File: config.mk
export PLATFORM = sky130hd
export DESIGN_NAME = three_button_debounce_chord_decoder
export DESIGN_NICKNAME = d
export VERILOG_FILES = /design/src/hdl/tbdcd_pkg.sv /design/src/hdl/tbdcd_lane.sv /design/src/hdl/tbdcd_merge.sv /design/src/hdl/three_button_debounce_chord_decoder.sv
export SDC_FILE = /design/constraint.sdc
export NUM_CORES = 1
export LEC_CHECK = 0
export ABC_AREA = 0
export BUFFER_PORTS_ARGS = -buffer_cell sky130_fd_sc_hd__buf_2
export CORE_MARGIN = 5
export CORE_UTILIZATION = 60
export DETAILED_ROUTE_END_ITERATION = 10
export GPL_ROUTABILITY_DRIVEN = 0
export HOLD_SLACK_MARGIN = 0.15
export PLACE_DENSITY = 0.8
export SLEW_MARGIN = 20
export SYNTH_ARGS = -nofsm -noshare
export SYNTH_HDL_FRONTEND = slang
export SYNTH_SLANG_ARGS = --single-unit
File: constraint.sdc
create_clock -name clk -period 4.2 [get_ports clk]
set_input_delay 0.21 -clock clk [delete_from_list [all_inputs] [get_ports clk]]
set_output_delay 0.21 -clock clk [all_outputs]
set_load 0.01 [all_outputs]
File: src/hdl/tbdcd_pkg.sv
// Package with types and constants of the three-button debounce chord decoder.
package tbdcd_pkg;

    // Default width of each debounce counter.
    localparam int COUNTER_BITS_DEF = 8;

    // Width and reset value of the debounce threshold register.
    localparam int TICKS_W = 8;
    localparam logic [TICKS_W-1:0] DEBOUNCE_TICKS_RST = 8'd10;

    // Button lanes.
    localparam int BTN_POWER = 0;
    localparam int BTN_PLUS  = 1;
    localparam int BTN_MINUS = 2;
    localparam int BTN_COUNT = 3;

    // Button levels are active low.
    localparam logic LVL_PRESSED  = 1'b0;
    localparam logic LVL_RELEASED = 1'b1;

    // Power state encoding.
    typedef enum logic [1:0] {
        PWR_OFF     = 2'd0,
        PWR_PRE_ON  = 2'd1,
        PWR_ON      = 2'd2,
        PWR_PRE_OFF = 2'd3
    } pwr_t;

    // Input word.
    typedef struct packed {
        logic       raw_power_button;
        logic       raw_plus_button;
        logic       raw_minus_button;
        logic [1:0] power_in;
    } tbdcd_in_t;

    // Output word.
    typedef struct packed {
        logic       bright_up;
        logic       bright_down;
        logic       colour_next;
        logic       output_next;
        logic [1:0] power_out;
    } tbdcd_out_t;

    // What one debounce lane reports to the merge stage.
    typedef struct packed {
        logic level;   // debounced level after this tick
        logic prev;    // debounced level after the previous tick
    } lane_stat_t;

endpackage

File: src/hdl/tbdcd_lane.sv
// One button debounce lane: saturating stable counter, candidate and debounced level.
module tbdcd_lane
    import tbdcd_pkg::*;
#(
    parameter int COUNTER_BITS = COUNTER_BITS_DEF
)
(
    input  logic               clk,
    input  logic               rst_n,
    input  logic               en,
    input  logic               raw,
    input  logic [TICKS_W-1:0] ticks,
    output lane_stat_t         stat
);

    localparam int CMP_W = (COUNTER_BITS > TICKS_W) ? COUNTER_BITS : TICKS_W;

    logic [COUNTER_BITS-1:0] cnt_reg, cnt_next;
    logic                    cand_reg, cand_next;
    logic                    deb_reg, deb_next;
    logic [COUNTER_BITS-1:0] cnt_base, cnt_inc;
    logic                    differs;
    logic                    adopt;

    // Restart on a raw change, count while the raw level differs from the debounced level, adopt at the threshold.
    always_comb
    begin
        cnt_base  = (raw != cand_reg) ? '0 : cnt_reg;
        cand_next = raw;
        differs   = (raw != deb_reg);
        cnt_inc   = (cnt_base != '1) ? cnt_base + COUNTER_BITS'(1) : cnt_base;
        cnt_next  = differs ? cnt_inc : cnt_base;
        adopt     = differs && (CMP_W'(cnt_inc) >= CMP_W'(ticks));
        deb_next  = adopt ? raw : deb_reg;
    end

    // Lane state advances once per accepted word.
    always_ff @(posedge clk or negedge rst_n)
    begin
        if (!rst_n)
        begin
            cnt_reg  <= '0;
            cand_reg <= 1'b0;
            deb_reg  <= LVL_RELEASED;
        end
        else if (en)
        begin
            cnt_reg  <= cnt_next;
            cand_reg <= cand_next;
            deb_reg  <= deb_next;
        end
    end

    // The previous level is the debounced level held from the last tick.
    assign stat.level = deb_next;
    assign stat.prev  = deb_reg;

endmodule

File: src/hdl/tbdcd_merge.sv
// Merge stage: chord decoding of the three lanes and the power state update.
module tbdcd_merge
    import tbdcd_pkg::*;
(
    input  logic                        clk,
    input  logic                        rst_n,
    input  logic                        en,
    input  lane_stat_t [BTN_COUNT-1:0]  lanes,
    input  logic [1:0]                  power_in,
    output tbdcd_out_t                  result
);

    logic sleep_armed_reg, sleep_armed_next;
    logic pwr_pressed, plus_pressed, minus_pressed;
    logic plus_edge, minus_edge, pwr_was_pressed;
    logic chord;
    logic [1:0] pwr;

    // Decode requests and move the power state.
    always_comb
    begin
        pwr_pressed     = (lanes[BTN_POWER].level == LVL_PRESSED);
        plus_pressed    = (lanes[BTN_PLUS].level == LVL_PRESSED);
        minus_pressed   = (lanes[BTN_MINUS].level == LVL_PRESSED);
        plus_edge       = plus_pressed && (lanes[BTN_PLUS].prev == LVL_RELEASED);
        minus_edge      = minus_pressed && (lanes[BTN_MINUS].prev == LVL_RELEASED);
        pwr_was_pressed = (lanes[BTN_POWER].prev == LVL_PRESSED);
        chord           = plus_pressed && minus_pressed && (plus_edge || minus_edge);

        sleep_armed_next   = sleep_armed_reg;
        result.bright_up   = 1'b0;
        result.bright_down = 1'b0;
        result.colour_next = 1'b0;
        result.output_next = 1'b0;
        pwr                = power_in;

        if (!pwr_pressed)
        begin
            if (!chord)
            begin
                result.bright_up   = plus_edge;
                result.bright_down = !plus_edge && minus_edge;
            end
        end
        else
        begin
            if (plus_pressed || minus_pressed)
            begin
                sleep_armed_next = 1'b0;
            end
            result.colour_next = plus_edge;
            result.output_next = minus_edge;
        end

        if ((pwr == PWR_PRE_ON) && pwr_pressed)
        begin
            pwr = PWR_ON;
        end

        // Power release edge: arm first, then a release while armed moves power from on to pre_off.
        if (!pwr_pressed && pwr_was_pressed)
        begin
            if (!sleep_armed_next)
            begin
                sleep_armed_next = 1'b1;
            end
            else if (pwr == PWR_ON)
            begin
                pwr              = PWR_PRE_OFF;
                sleep_armed_next = 1'b0;
            end
        end

        // Power button idle: arm while on, disarm once pre_off is reached.
        if (!pwr_pressed && !pwr_was_pressed)
        begin
            if ((pwr == PWR_ON) && !sleep_armed_next)
            begin
                sleep_armed_next = 1'b1;
            end
            if ((pwr == PWR_PRE_OFF) && sleep_armed_next)
            begin
                sleep_armed_next = 1'b0;
            end
        end

        result.power_out = pwr;
    end

    // Sleep arming flag.
    always_ff @(posedge clk or negedge rst_n)
    begin
        if (!rst_n)
        begin
            sleep_armed_reg <= 1'b0;
        end
        else if (en)
        begin
            sleep_armed_reg <= sleep_armed_next;
        end
    end

endmodule

File: src/hdl/three_button_debounce_chord_decoder.sv
// An accepted input word's output word appears in the output register in the next cycle.
// Throughput: one word per cycle unless out_ready stalls the output; the three debounce
// lanes and merge logic are combinational, and one output register holds each result.
// Reset (rst_n low, asynchronous): counters and candidates clear, debounced levels
// read released, sleep flag clears, threshold returns to 10, no output word pending.
module three_button_debounce_chord_decoder
    import tbdcd_pkg::*;
#(
    parameter int COUNTER_BITS = COUNTER_BITS_DEF
)
(
    input  logic               clk,
    input  logic               rst_n,
    input  logic               cfg_valid,
    output logic               cfg_ready,
    input  logic [TICKS_W-1:0] cfg_data,
    input  logic               in_valid,
    output logic               in_ready,
    input  tbdcd_in_t          in_data,
    output logic               out_valid,
    input  logic               out_ready,
    output tbdcd_out_t         out_data
);

    logic [TICKS_W-1:0]         ticks_reg;
    logic                       out_valid_reg, out_valid_next;
    tbdcd_out_t                 out_data_reg;
    tbdcd_out_t                 result;
    logic                       accept;
    logic [BTN_COUNT-1:0]       raw_vec;
    lane_stat_t [BTN_COUNT-1:0] lanes;

    // Handshake: take a new word whenever the output register is free or draining.
    assign in_ready  = !out_valid_reg || out_ready;
    assign accept    = in_valid && in_ready;
    assign cfg_ready = 1'b1;

    always_comb
    begin
        out_valid_next = accept || (out_valid_reg && !out_ready);
    end

    // Threshold register.
    always_ff @(posedge clk or negedge rst_n)
    begin
        if (!rst_n)
        begin
            ticks_reg <= DEBOUNCE_TICKS_RST;
        end
        else if (cfg_valid)
        begin
            ticks_reg <= cfg_data;
        end
    end

    // Raw levels in lane order.
    assign raw_vec[BTN_POWER] = in_data.raw_power_button;
    assign raw_vec[BTN_PLUS]  = in_data.raw_plus_button;
    assign raw_vec[BTN_MINUS] = in_data.raw_minus_button;

    // One debounce lane per button.
    for (genvar b = 0; b < BTN_COUNT; b++)
    begin : g_lane
        tbdcd_lane #(
            .COUNTER_BITS (COUNTER_BITS)
        ) u_lane (
            .clk   (clk),
            .rst_n (rst_n),
            .en    (accept),
            .raw   (raw_vec[b]),
            .ticks (ticks_reg),
            .stat  (lanes[b])
        );
    end

    // Merge of the lane results.
    tbdcd_merge u_merge (
        .clk      (clk),
        .rst_n    (rst_n),
        .en       (accept),
        .lanes    (lanes),
        .power_in (in_data.power_in),
        .result   (result)
    );

    // Output register.
    always_ff @(posedge clk or negedge rst_n)
    begin
        if (!rst_n)
        begin
            out_valid_reg <= 1'b0;
        end
        else
        begin
            out_valid_reg <= out_valid_next;
        end
    end

    always_ff @(posedge clk)
    begin
        if (accept)
        begin
            out_data_reg <= result;
        end
    end

    assign out_valid = out_valid_reg;
    assign out_data  = out_data_reg;

endmodule

==> results.cfg, run 1 <==
[sta]
period_share_pct = 91.6
hold-worst-slack_ns = 0.217
rsz0062_at_grt = no
period_minus_slack_ns = 3.85
fin_skew_ns = 0.00628
setup_tns_ns = 0
finalSetupViolCount = 0
maxSlewHeadroom_pct = 40.0
max_slew.worst_pin.slew_ns = 0.900
hold_viol = 0
slew_violations = 0
max_freq_ghz = 0.260

[yosys]
synth_mux_area_share_pct = 2.58
yosys_most_used_dff = dfrtp_1
yosys_register_bits = 46
synthDistinctLibCells = 67
synth_enable_flop_cells = 6
synth.cell_area_um2 = 3300
synth_nets = 397
synthSimpleGateAreaFrac_pct = 20.5
synth.avg_cell_area_um2 = 9.38
synth_compound_area_share_pct = 18.8
synthAdderAreaFrac_pct = 10.2
synth_top_family_by_area = simple AND/OR/NAND/NOR gates
synthXorXnorAreaFrac_pct = 7.39
syn_inst = 352
ys_warn_count = 0
synth-async-reset-ratio_pct = 87.0
seq_area_frac_synth_pct = 36.0

[die]
die_area_um2 = 7090
coreArea_um2 = 5440
ioPinCount = 27
start_util_pct = 60.7
dieWidth_um = 84.2
rows = 27
chipHeight_um = 84.2

[finish]
drive_gt1_share_pct = 18.0
finish.net_count = 433
diodes = 0
area_delta_synth_final_pct = 11.6
layout.cells.non_filler = 461
largest_register_ffs = 24
filler_cell_count = 434
fin_util_pct = 67.8
layout_commonest_cell = nand2_1
regArea_um2 = 1190
mostFrequentLayoutCells = nand2_1, dfrtp_1, ha_1
multi_input_area_um2 = 1990

[setup_path]
r2r-start = g_lane[2].u_lane.cand_reg$_DFFE_PN0P_
start_kind = flop
path_max_fanout = 6
critPathSlowestCell = dfrtp_1
critPathKind = reg2reg
max_stage_delay_ns = 0.45
cp_cell_sequence = xnor2_2 > nand2_1 > inv_1 > ha_1 > nand2_1 > nor3_4 > nand4_2 > and4_4 > xnor2_1 > nor2_1 > ha_1 > a211o_1 > a21oi_1 > o31ai_1 > mux2i_1 > nand3_1 > and3_2
crit_buf_inv = 1
cp-end-kind = flop
cp_top_family = simple AND/OR/NAND/NOR gates
worstPathArrival_ns = 3.91
cp.required_ns = 4.26
startpoint = g_lane[2].u_lane.cand_reg$_DFFE_PN0P_

[route]
firstDrtPassIters = 4
vias = 2732
drt_iter0_markers = 196
via_per_inst = 5.93
wl_per_cell_um = 16.1
postRouteAntennaNets = 0
drc = 0
routed_wl_um = 7420

[placement]
dp_hpwl_um = 5410
io_buffer_count = 25
dp.cells = 441

[job]
max_cap_viol_count = 0

[grt]
use_met2_pct = 36.8
grtUsageMet1_pct = 29.4
grt.met3_usage_pct = 4.02
overflow = 0
grt_start_max_net_pins = 41
grt_pass1_wl_um = 13000
antenna_found_initial = 0
first_global_vias = 2762
grt_busiest_layer = met2
track_usage_pct = 22.5

[clock_network]
clockRootBuffer = clkbuf_8
clkTransAtPathRegs_ns = 0.08
cts_tree = yes
worstSkewPairLatency_ns = 0.30
cts.sinks = 46
numCtsBuffers = 5
h-tree-depth = 2
cts_max_path_buffers = 2

[run_status]
status = finished, final reports clean

[hold_path]
hp-start = in_data[2]
holdCritPathClass = in2reg

[power_and_ir_drop]
vdd_ir_drop_max_v = 0.000228
p_per_area_nw_per_um2 = 358
power.leakage_uw = 0.00168
-- worst register-to-register path: cells and delay by family, from the launching register on --
family,cells,cell delay [ns]
DFF,1,0.45
buffers and inverters,1,0.12
muxes,1,0.30
xor gates and xnor gates,2,0.35
adders and majority gates,2,0.52
and+or+nand+nor,8,1.29
AOI/OAI and AO/OA,3,0.59
-- timing repair --
item	CTS	global route
hold buffers	10	0
endpoints found under the hold margin	44	0
endpoints found under the setup margin	0	2
gates resized for setup	0	4
buffers inserted	0	2
-- Yosys cell counts, types with 2 or more instances --
library cell	count	area [um2]
a211o_1	3	26.3
a21oi_1	23	115
a22o_1	15	131
a31oi_1	2	12.5
a41oi_1	2	17.5
and2_1	5	31.3
and3_1	4	25.0
buf_2	3	15.0
buf_4	3	22.5
clkbuf_1	3	11.3
dfrtp_1	35	876
dfstp_2	5	131
edfxtp_1	6	180
ha_1	27	338
inv_1	18	67.6
mux2_2	4	45.0
mux2i_1	4	40.0
nand2_1	58	218
nand2b_1	5	31.3
nand3_1	8	40.0
nand4_1	6	37.5
nor2_1	17	63.8
nor3_1	4	20.0
nor3_4	2	32.5
nor3b_1	2	15.0
nor3b_2	2	25.0
nor4_1	2	12.5
o21a_1	2	15.0
o21ai_0	21	105
o21ai_1	2	10.0
o21bai_1	2	15.0
o22ai_1	2	12.5
xnor2_1	11	96.3
xor2_1	10	87.6
xor2_2	2	32.5
-- kinds of logic after synthesis --
| family | count (synthesis) |
|---|---|
| muxes | 8 |
| DFF | 46 |
| xor gates and xnor gates | 24 |
| buffers and inverters | 30 |
| other | 1 |
| and+or+nand+nor | 128 |
| adders and majority gates | 27 |
| AOI/OAI and AO/OA | 88 |
-- area by class of cell --
type,count,area share (%)
clock buffers,6,1.97
inverters,18,1.83
multi-input cells,276,54.0
well taps,72,2.44
clock inverters,2,0.238
flip-flops and latches,46,32.2
repair buffers,41,7.33
-- final timing paths --
kind                       slack, ns                                 endpoint  cells past startpoint
max                             0.35                out_data[4]$_SDFFCE_PP0P_                     17
min                             0.22    g_lane[2].u_lane.cand_reg$_DFFE_PN0P_                      3
max reg2reg                     0.35                out_data[4]$_SDFFCE_PP0P_                     17
min reg2reg                     0.51     g_lane[1].u_lane.deb_reg$_DFFE_PN1P_                      2
max in group asynchronous       3.06  g_lane[1].u_lane.cnt_reg[5]$_DFFE_PN0P_                      2
min in group asynchronous       0.57  g_lane[0].u_lane.cnt_reg[7]$_DFFE_PN0P_                      2
-- per-stage QoR --
| stage | cell area (um2) | total power (uW) | worst slack (ns) |
|---|---|---|---|
| after floorplan | 3300 | 915 | 0.590 |
| after global placement | 3470 | 1010 | 0.286 |
| after detailed placement | 3470 | 1030 | 0.253 |
| after CTS | 3650 | 1310 | 0.229 |
| after global routing | 3690 | 1410 | 0.0443 |
| final | 3690 | 1320 | 0.352 |
-- per-layer routing --
| layer | vias to the layer above | share of wire [%] | routed length, um |
|---|---|---|---|
| li1 | 1333 | - | - |
| met1 | 1298 | 42 | 3140 |
| met2 | 78 | 49 | 3670 |
| met3 | 23 | 5.7 | 421 |
| met4 | 0 | 2.5 | 187 |
| met5 | - | 0 | 0 |
-- power breakdown --
group          total [uW]  leakage [uW]  switching (uW)  internal (uW)
Sequential            580      0.000570            59.0            521
Combinational         475       0.00107             270            205
Clock                 265     0.0000426             151            115
Total                1320       0.00168             480            841
Power figures use the tool's default switching activity.
==> run 2, diff against run 1 <==
CORE_UTILIZATION = 62   (was 60)
CTS_CLUSTER_SIZE = 20   (was not set)
PLACE_DENSITY = 0.94   (was 0.8)
SYNTH_HIERARCHICAL = 1   (was not set)
==> run 2 against run 1 <==
  * Clock-buffer cell count decreased by 1
  * Routed wire length up 27%
  * Largest power group is now combinational cells
  * Highest routed layer unchanged
  * Register-to-register slack worse by 0.12 ns
  * Critical endpoint is now u_merge/sleep_armed_reg$_DFFE_PN0P_
  * Synthesized cell count grew 18%
==> results.cfg, run 2 <==
[route]
drt_iter0_markers = 363
wl_per_cell_um = 18.3
vias = 3419
routed_wl_um = 9400
firstDrtPassIters = 5
postRouteAntennaNets = 0
via_per_inst = 6.65
drc = 0

[setup_path]
reg2reg_to = u_merge/sleep_armed_reg$_DFFE_PN0P_
worstPathArrival_ns = 4.17
cp.required_ns = 4.40
r2r_cells = 16
critPathKind = reg2reg
r2r_setup_slack_ns = 0.23
start_kind = flop
crit_end = u_merge/sleep_armed_reg$_DFFE_PN0P_
path_max_fanout = 8
cp-end-kind = flop
startpoint = g_lane[1].u_lane/cand_reg$_DFFE_PN0P_
r2r-start = g_lane[1].u_lane/cand_reg$_DFFE_PN0P_

[placement]
dp_hpwl_um = 6500
io_buffer_count = 25
dp.cells = 495

[sta]
slew_violations = 0
max_slew.worst_pin.slew_ns = 0.929
max_freq_ghz = 0.252
period_minus_slack_ns = 3.97
rsz0062_at_grt = no
setup_tns_ns = 0
finalSetupViolCount = 0
maxSlewHeadroom_pct = 38.1
hold_viol = 0
period_share_pct = 94.5
fin_skew_ns = 0.0123

[grt]
track_usage_pct = 25.3
antenna_found_initial = 1
overflow = 0
first_global_vias = 3324
grt_start_max_net_pins = 41
grt_pass1_wl_um = 15500

[yosys]
syn_inst = 416
post-synth-top-area-fraction_pct = 22.7
synth_nets = 461
netlist.top_cell.by_area = dfrtp_1
synth_enable_flop_cells = 6
seq_area_frac_synth_pct = 30.8
yosys-top-cells-count = inv_1, nand2_1, dfrtp_1, ha_1, o21ai_1
synthDistinctLibCells = 56
post-synth-top-count-cell = inv_1
synth_area_leaders = dfrtp_1, ha_1, edfxtp_1
ys_warn_count = 6
yosys_most_used_dff = dfrtp_1
yosys_register_bits = 46
synth.avg_cell_area_um2 = 9.26
synth-async-reset-ratio_pct = 87.0
synth.cell_area_um2 = 3850

[job]
max_cap_viol_count = 0

[clock_network]
clkTransAtPathRegs_ns = 0.10
cts_tree = yes
cts.sinks = 46
h-tree-depth = 2
clockRootBuffer = clkbuf_8
cts_max_path_buffers = 2
numCtsBuffers = 5
cts_setup_buffers = 0
worstSkewPairLatency_ns = 0.32

[hold_path]
hold_path_depth = 3
hp-start = out_ready
holdCritPathClass = in2reg

[power_and_ir_drop]
power_uw = 1560
vdd_ir_drop_max_v = 0.000342
power.leakage_uw = 0.00194
p_per_area_nw_per_um2 = 377

[finish]
layout.cells.non_filler = 514
filler_cell_count = 384
largest_register_ffs = 24
layout_commonest_cell = inv_1
finish.net_count = 482
multi_input_area_um2 = 2330
mostFrequentLayoutCells = inv_1, nand2_1, dfrtp_1
area_delta_synth_final_pct = 7.44
regArea_um2 = 1190
drive_gt1_share_pct = 18.7

[die]
ioPinCount = 27
rows = 28
dieWidth_um = 88.8
coreArea_um2 = 5990
start_util_pct = 64.3
chipHeight_um = 88.8
die_area_um2 = 7890

[run_status]
status = finished, final reports clean
==> run 2: cell count changes in the layout (fill, tap and decap cells not counted), sizes merged, moves of 9 or more <==
cell	before	now
and2	7	16
mux2	4	17
o21ai	23	33
inv	18	44
nand2	58	36
nand3	8	18
a22o	15	3
==> run 2: report_power, final <==
part	leakage, uW	switching [uW]	internal (uW)	total (uW)
combinational	0.00133	362	270	632
clock	0.0000507	182	125	307
sequential	0.000563	85.1	537	622
==> run 2: cell type report <==
type	instances	share of cell area, %
timing repair buffer	41	6.53
clock inverter	3	0.695
clock buffer	5	1.66
tap	75	2.27
multi-input combinational	301	56.3
sequential	46	28.7
inverter	42	3.81
antenna	1	0.0604
==> run 2: cell families (layout without fill, tap and decap cells) <==
logic type,count (synthesis),count (layout),synth area share (%)
XOR/XNOR,27,27,7.31
AND/OR/NAND/NOR,117,117,17.5
AO/OA/AOI/OAI,109,109,20.3
flip-flops,46,46,30.8
adder cells (fa/ha/maj),27,27,8.77
other,1,2,0.0973
buffers and inverters,69,91,8.77
multiplexers,20,20,6.53
==> run 2: repair_timing <==
action,CTS,global route
setup endpoints to repair,0,2
endpoints found under the hold margin,43,1
gates resized for setup,0,2
hold buffers,9,1
==> run 2: per-stage QoR <==
stage	instance area [um2]	hold WS, ns	util [%]	setup WS [ns]
floorplan	3850	-0.0856	-	0.254
global placement	3940	0.378	65.7	0.431
detailed placement	3940	0.390	65.7	0.269
CTS	4130	0.150	68.9	0.234
global route	4140	0.199	69.1	0.0583
finish	4140	0.166	69.1	0.230
==> run 2: worst min path at each step <==
stage               slack (ns)                                 endpoint
CTS                       0.15                 ticks_reg[2]$_DFFE_PN0P_
global placement          0.38  g_lane[1].u_lane/cnt_reg[3]$_DFFE_PN0P_
global route              0.20                    out_data[1]$_DFFE_PP_
floorplan                -0.09    g_lane[0].u_lane/cand_reg$_DFFE_PN0P_
finish                    0.17                      out_valid$_DFF_PN0_
detailed placement        0.39  g_lane[1].u_lane/cnt_reg[3]$_DFFE_PN0P_
==> run 2: critical path: stages (launching register included) <==
cell and delay, ns:
dfrtp_1 0.43, xnor2_2 0.20, nand2_1 0.11, inv_1 0.10, ha_1 0.31, and3_1 0.27, nand3_2 0.18, xnor2_1 0.23
ha_1 0.25, nand2b_4 0.13, a2111o_1 0.45, a221oi_2 0.31, mux2_1 0.42, nand3b_1 0.11, o21ai_1 0.07, a22oi_1 0.18
o22ai_1 0.10
==> run 2: layer usage <==
layer / up-vias / track usage [%] / wire [um]
li1: 1552 / - / -
met1: 1620 / 28.8 / 3650
met2: 191 / 43.4 / 4630
met3: 56 / 4.56 / 587
met4: 0 / 15.9 / 526
met5: - / 0 / 0
